$ cat src/swfp_pkg.sv
`timescale 1ns / 1ps
// swfp_pkg: constants and types shared by the serial wheel frame parser
// depends on nothing; used by swfp_assembler, the top and both sim files

package swfp_pkg;

    localparam logic [7:0] HDR_FIRST  = 8'hFA;
    localparam logic [7:0] HDR_SECOND = 8'hAF;
    localparam logic [7:0] TRAILER    = 8'hED;

    localparam int POS_W = 5;
    localparam logic [POS_W-1:0] LAST_POS  = POS_W'(15);
    localparam logic [POS_W-1:0] DROP_POS  = POS_W'(16);
    localparam int PAY_FIRST = 2;
    localparam int PAY_LAST  = 14;

    typedef struct packed {
        logic [15:0] vel_left_back;
        logic [15:0] vel_left_front;
        logic [15:0] vel_right_back;
        logic [15:0] vel_right_front;
        logic [7:0]  io_bits;
        logic [15:0] pos_x;
        logic [15:0] pos_y;
    } frame_t;

endpackage

$ cat src/serial_wheel_frame_parser_top.sv
`timescale 1ns / 1ps
// serial_wheel_frame_parser_top: byte stream in, decoded wheel frame out
// depends on swfp_pkg and swfp_assembler
//
// input channel: one received serial byte per beat on rx_byte (in_valid/in_ready)
// output channel: one beat per completed frame (out_valid/out_ready) carrying
//   four wheel velocities, io_bits, pos_x and pos_y, all big-endian unsigned
// a frame is 0xFA 0xAF, 13 payload bytes, then 0xED at position 15; a bad
//   trailer makes the next byte get dropped and the hunt restart
// throughput: one byte per cycle while in_ready is high, with a combinational
//   compare in front of the result register
// latency: the result beat is valid the cycle after the trailer beat is taken
// reset clears the hunt state and the result valid flag; payload storage and
//   result data are not cleared, and payload is always rewritten before any
//   frame is reported
// when the receiver stalls with a result pending, the result holds and in_ready
//   drops; it stays low while a result waits and out_ready is low, and goes
//   high again in the cycle the result is taken

module serial_wheel_frame_parser_top
    import swfp_pkg::*;
(
    input  logic        clk,
    input  logic        rst_n,
    input  logic        in_valid,
    output logic        in_ready,
    input  logic [7:0]  rx_byte,
    output logic        out_valid,
    input  logic        out_ready,
    output logic [15:0] vel_left_back,
    output logic [15:0] vel_left_front,
    output logic [15:0] vel_right_back,
    output logic [15:0] vel_right_front,
    output logic [7:0]  io_bits,
    output logic [15:0] pos_x,
    output logic [15:0] pos_y
);

    logic   beat;
    logic   frame_done;
    frame_t frame;
    logic   out_valid_reg;
    frame_t frame_reg;

    assign in_ready = !out_valid_reg || out_ready;
    assign beat     = in_valid && in_ready;

    swfp_assembler u_assembler (
        .clk        (clk),
        .rst_n      (rst_n),
        .beat       (beat),
        .rx_byte    (rx_byte),
        .frame_done (frame_done),
        .frame      (frame)
    );

    always_ff @(posedge clk or negedge rst_n)
    begin
        if (!rst_n)
        begin
            out_valid_reg <= 1'b0;
        end
        else if (frame_done)
        begin
            out_valid_reg <= 1'b1;
        end
        else if (out_ready)
        begin
            out_valid_reg <= 1'b0;
        end
    end

    always_ff @(posedge clk)
    begin
        if (frame_done)
        begin
            frame_reg <= frame;
        end
    end

    assign out_valid       = out_valid_reg;
    assign vel_left_back   = frame_reg.vel_left_back;
    assign vel_left_front  = frame_reg.vel_left_front;
    assign vel_right_back  = frame_reg.vel_right_back;
    assign vel_right_front = frame_reg.vel_right_front;
    assign io_bits         = frame_reg.io_bits;
    assign pos_x           = frame_reg.pos_x;
    assign pos_y           = frame_reg.pos_y;

    a_no_overwrite: assert property (@(posedge clk) disable iff (!rst_n)
        (out_valid_reg && !out_ready) |-> !frame_done)
        else $error("pending result overwritten");

    a_done_sets_valid: assert property (@(posedge clk) disable iff (!rst_n)
        frame_done |=> out_valid_reg)
        else $error("completed frame not reported");

    a_valid_source: assert property (@(posedge clk) disable iff (!rst_n)
        $rose(out_valid_reg) |-> $past(frame_done))
        else $error("result raised without a completed frame");

endmodule

$ cat src/swfp_assembler.sv
`timescale 1ns / 1ps
// swfp_assembler: header hunt, byte position tracking and payload storage
// depends on swfp_pkg

module swfp_assembler
    import swfp_pkg::*;
(
    input  logic       clk,
    input  logic       rst_n,
    input  logic       beat,
    input  logic [7:0] rx_byte,
    output logic       frame_done,
    output frame_t     frame
);

    logic             saw_first_reg;
    logic             saw_second_reg;
    logic [POS_W-1:0] pos_reg;
    logic             saw_first_next;
    logic             saw_second_next;
    logic [POS_W-1:0] pos_next;
    logic             in_frame;
    logic [7:0]       store_reg [PAY_FIRST:PAY_LAST];

    assign in_frame   = saw_first_reg && saw_second_reg;
    assign frame_done = beat && in_frame && (pos_reg == LAST_POS) && (rx_byte == TRAILER);

    always_comb
    begin
        saw_first_next  = saw_first_reg;
        saw_second_next = saw_second_reg;
        pos_next        = pos_reg;
        if (beat)
        begin
            pos_next = pos_reg + POS_W'(1);
            if (in_frame)
            begin
                if (frame_done || (pos_reg == DROP_POS))
                begin
                    saw_first_next  = 1'b0;
                    saw_second_next = 1'b0;
                    pos_next        = '0;
                end
            end
            else if ((rx_byte == HDR_FIRST) && !saw_first_reg)
            begin
                saw_first_next = 1'b1;
            end
            else if ((rx_byte == HDR_SECOND) && saw_first_reg && !saw_second_reg)
            begin
                saw_second_next = 1'b1;
            end
            else
            begin
                saw_first_next  = 1'b0;
                saw_second_next = 1'b0;
                pos_next        = '0;
            end
        end
    end

    always_ff @(posedge clk or negedge rst_n)
    begin
        if (!rst_n)
        begin
            saw_first_reg  <= 1'b0;
            saw_second_reg <= 1'b0;
            pos_reg        <= '0;
        end
        else
        begin
            saw_first_reg  <= saw_first_next;
            saw_second_reg <= saw_second_next;
            pos_reg        <= pos_next;
        end
    end

    // payload bytes only; header and trailer are never read back
    always_ff @(posedge clk)
    begin
        for (int i = PAY_FIRST; i <= PAY_LAST; i++)
        begin
            if (beat && (pos_reg == POS_W'(i)))
            begin
                store_reg[i] <= rx_byte;
            end
        end
    end

    assign frame.vel_left_back   = {store_reg[2],  store_reg[3]};
    assign frame.vel_left_front  = {store_reg[4],  store_reg[5]};
    assign frame.vel_right_back  = {store_reg[6],  store_reg[7]};
    assign frame.vel_right_front = {store_reg[8],  store_reg[9]};
    assign frame.io_bits         = store_reg[10];
    assign frame.pos_x           = {store_reg[11], store_reg[12]};
    assign frame.pos_y           = {store_reg[13], store_reg[14]};

    a_pos_range: assert property (@(posedge clk) disable iff (!rst_n)
        pos_reg <= DROP_POS)
        else $error("byte position past drop slot");

    a_second_needs_first: assert property (@(posedge clk) disable iff (!rst_n)
        saw_second_reg |-> saw_first_reg)
        else $error("second header flag without first");

    a_hunt_pos: assert property (@(posedge clk) disable iff (!rst_n)
        !saw_second_reg |-> (pos_reg == POS_W'(saw_first_reg)))
        else $error("position out of step with header hunt");

    a_done_clears: assert property (@(posedge clk) disable iff (!rst_n)
        frame_done |=> (!saw_first_reg && (pos_reg == '0)))
        else $error("parser did not return to hunting after a frame");

endmodule

$ cat config.mk
export PLATFORM = sky130hd
export DESIGN_NAME = serial_wheel_frame_parser_top
export DESIGN_NICKNAME = d
export VERILOG_FILES = /design/src/swfp_pkg.sv /design/src/serial_wheel_frame_parser_top.sv /design/src/swfp_assembler.sv
export SDC_FILE = /design/constraint.sdc
export NUM_CORES = 1
export LEC_CHECK = 0
export BUFFER_PORTS_ARGS = -buffer_cell sky130_fd_sc_hd__buf_2
export CAP_MARGIN = 20
export CORE_UTILIZATION = 49
export DETAILED_ROUTE_END_ITERATION = 10
export PLACE_DENSITY = 0.76
export SLEW_MARGIN = 25
export SYNTH_ARGS = -nofsm -noshare
export SYNTH_HDL_FRONTEND = slang
export SYNTH_SLANG_ARGS = --single-unit
export TNS_END_PERCENT = 30
$ cat constraint.sdc
create_clock -name clk -period 8.65 [get_ports clk]
set_input_delay 1.73 -clock clk [delete_from_list [all_inputs] [get_ports clk]]
set_output_delay 1.73 -clock clk [all_outputs]
set_load 0.03 [all_outputs]
==> impl_metrics.json <==
{
  "status": "finished clean",
  "max_slew_margin_pct": 35.6,
  "layout.nets": 445,
  "final_max_slew_viol_count": 0,
  "drc_errors": 0,
  "num_antenna_cells": 0,
  "drtIter0Drc": 182,
  "async_reset_ff_share_pct": 3.70,
  "leakagePower_nw": 3.01,
  "cts_made_buffers": 20,
  "fin_crit_sh_pct": 44.7,
  "ios": 118,
  "clk_path_buf_depth": 3,
  "start_util_pct": 50.1,
  "cp_max_fo": 4,
  "rsz0062_at_grt": "false",
  "fin_tns_setup_ns": 0,
  "portBuffers": 117,
  "cts_setup_buffers": 0,
  "final-seq-area_sq_um": 6450,
  "peakVddDrop_v": 0.000179,
  "required_ns": 6.92,
  "final.min_clock_period_ns": 3.87,
  "die_w_um": 121,
  "largest_reg_flops": 104,
  "dr.pass1.iters": 5,
  "antenna_left": 0,
  "synth_xor_area_share_pct": 0.126,
  "clkTransAtPathRegs_ns": 0.06,
  "synthesis.area_sq_um": 6950,
  "ctsHtreeMaxLevel": 1,
  "route.vias.total": 3109,
  "synthSimpleGateAreaFrac_pct": 4.64,
  "maxCapViolCount": 0,
  "synth_top_family_by_area": "simple AND/OR/NAND/NOR gates",
  "wirelength_um": 11400,
  "worst_pin_slew_ns": 0.958,
  "fmax_mhz": 259,
  "antenna_found_initial": 0,
  "synth_nets": 303,
  "vias_per_cell": 5.02,
  "die_h_um": 121,
  "rows": 43,
  "path_class": "input pin to output pin",
  "grt_pass1_wl_um": 16700,
  "worstSkewPairLatency_ns": 0.49,
  "endpoint_kind": "output pin",
  "nFillCells": 1002,
  "synth.area.top_cells": "edfxtp_1 90%, dfrtp_1 2.9%, ha_1 0.90%",
  "synth-edff-count": 208,
  "core-area_sq_um": 13900,
  "multi_input_area_sq_um": 503,
  "gp_congestion": 0.808,
  "design.die.area_sq_um": 14700,
  "ys_types": 36,
  "synth-seq-cells": 216,
  "postSynthAreaPerCell_sq_um": 24.3,
  "setup.worst_path.start_class": "input pin",
  "p_per_area_nw_per_um2": 237,
  "yosys-top-cells-count": "208 x edfxtp_1, 10 x nand2_1, 9 x and3_1, 8 x dfrtp_1, 6 x nor2_1",
  "synth_top_cell_area_share_pct": 89.8,
  "area_growth_pct": 21.4,
  "critPathArrivalTime_ns": 2.14,
  "yosysSeqAreaShare_pct": 92.7,
  "synthAdderAreaFrac_pct": 0.900,
  "cts-root-buf": "clkbuf_16",
  "post-dp-hpwl_um": 7110,
  "grt_usage_pct": 15.8,
  "cts_hold_buffers": 0,
  "syn_inst": 286,
  "grt_max_degree": 66,
  "synth_compound_area_share_pct": 1.10,
  "hold-worst-slack_ns": 0.412,
  "yosys_warnings": 0,
  "grt_pass1_vias": 3022,
  "yosysMostFrequentCell": "edfxtp_1",
  "drive_gt1_share_pct": 37.1,
  "grt.overflow.total": 0,
  "clkSinkCount": 216,
  "setup_violations": 0,
  "finClkSkew_ns": 0.00935,
  "hold_violations": 0,
  "cts-resized-gates": 0,
  "synth_top_area_cell": "edfxtp_1",
  "tritoncts": "done",
  "wl_per_cell_um": 18.4,
  "synthFlopType": "edfxtp_1",
  "synthMuxAreaShare_pct": 0.216,
  "hp-class": "flip-flop to flip-flop"
}
layer usage:
layer / wire, um / vias to the layer above / global-route usage (%)
met3: 702 / 21 / 2.96
li1: - / 1421 / -
met1: 4860 / 1546 / 20.3
met5: 0 / - / 0
met2: 5630 / 121 / 26.8
met4: 219 / 0 / 6.17
final timing paths:
path / from / endpoint / slack (ns) / depth (start not counted)
setup / recovery: out_ready / in_ready / 4.78 / 3
hold / removal: u_assembler.store_reg[0][103] / pos_x[7] / 0.41 / 0
setup reg to reg: u_assembler.pos_reg[0] / vel_right_front[4] / 6.06 / 6
hold reg to reg: u_assembler.store_reg[0][103] / pos_x[7] / 0.41 / 0
max in group asynchronous: rst_n / u_assembler.pos_reg[0] / 7.37 / 1
min in group asynchronous: rst_n / u_assembler.pos_reg[1] / 1.09 / 1
metrics by stage:
| step | utilization (%) | total power [mW] | instance area, sq um | setup WS [ns] | std cells |
|---|---|---|---|---|---|
| global placement | 56.3 | 1.18 | 7810 | 4.79 | 586 |
| finish | 60.8 | 2.00 | 8440 | 4.78 | 619 |
| CTS | 60.8 | 2.01 | 8440 | 4.78 | 619 |
| detailed placement | 56.3 | 1.18 | 7810 | 4.74 | 586 |
| floorplan | - | 1.16 | 6960 | 1.68 | 286 |
| global route | 60.8 | 2.05 | 8440 | 4.77 | 619 |
layout make-up:
type	count	area share [%]
multi-input cells	65	5.96
flip-flops and latches	216	76.4
well taps	180	2.67
clock inverters	9	1.11
repair buffers	122	7.38
inverters	3	0.133
clock buffers	24	6.36
layout by cell type, fill, tap and decap left out, types with 3 or more instances in the layout:
master | Yosys | routed
nor2_1 | 6 | 6
clkbuf_1 | 1 | 3
nor3b_1 | 3 | 3
buf_4 | 0 | 5
buf_2 | 1 | 117
edfxtp_1 | 208 | 208
nand2_1 | 10 | 10
clkinv_2 | 0 | 3
inv_1 | 3 | 3
clkinv_1 | 0 | 3
and3_1 | 9 | 9
dfrtp_1 | 8 | 8
clkbuf_16 | 0 | 21
ha_1 | 5 | 5
worst max-delay path, cell delays in order:
cell	delay, ns
buf_2	0.10
nand2b_4	0.14
buf_2	0.17
report_power, final:
part	internal [mW]	total [mW]	leakage, nW	switching (mW)
clock	0.499	0.840	0.307	0.341
combinational	0.00364	0.0188	0.726	0.0151
sequential	1.14	1.14	1.98	0.000479
total	1.64	2.00	3.01	0.356
kinds of logic (layout without fill, tap and decap cells):
group,after synthesis,after routing
flip-flops,216,216
multiplexers,1,1
buffers and inverters,5,158
adder cells (fa/ha/maj),5,5
AO/OA/AOI/OAI,9,9
AND/OR/NAND/NOR,49,49
XOR/XNOR,1,1
Power figures use the tool's default switching activity.
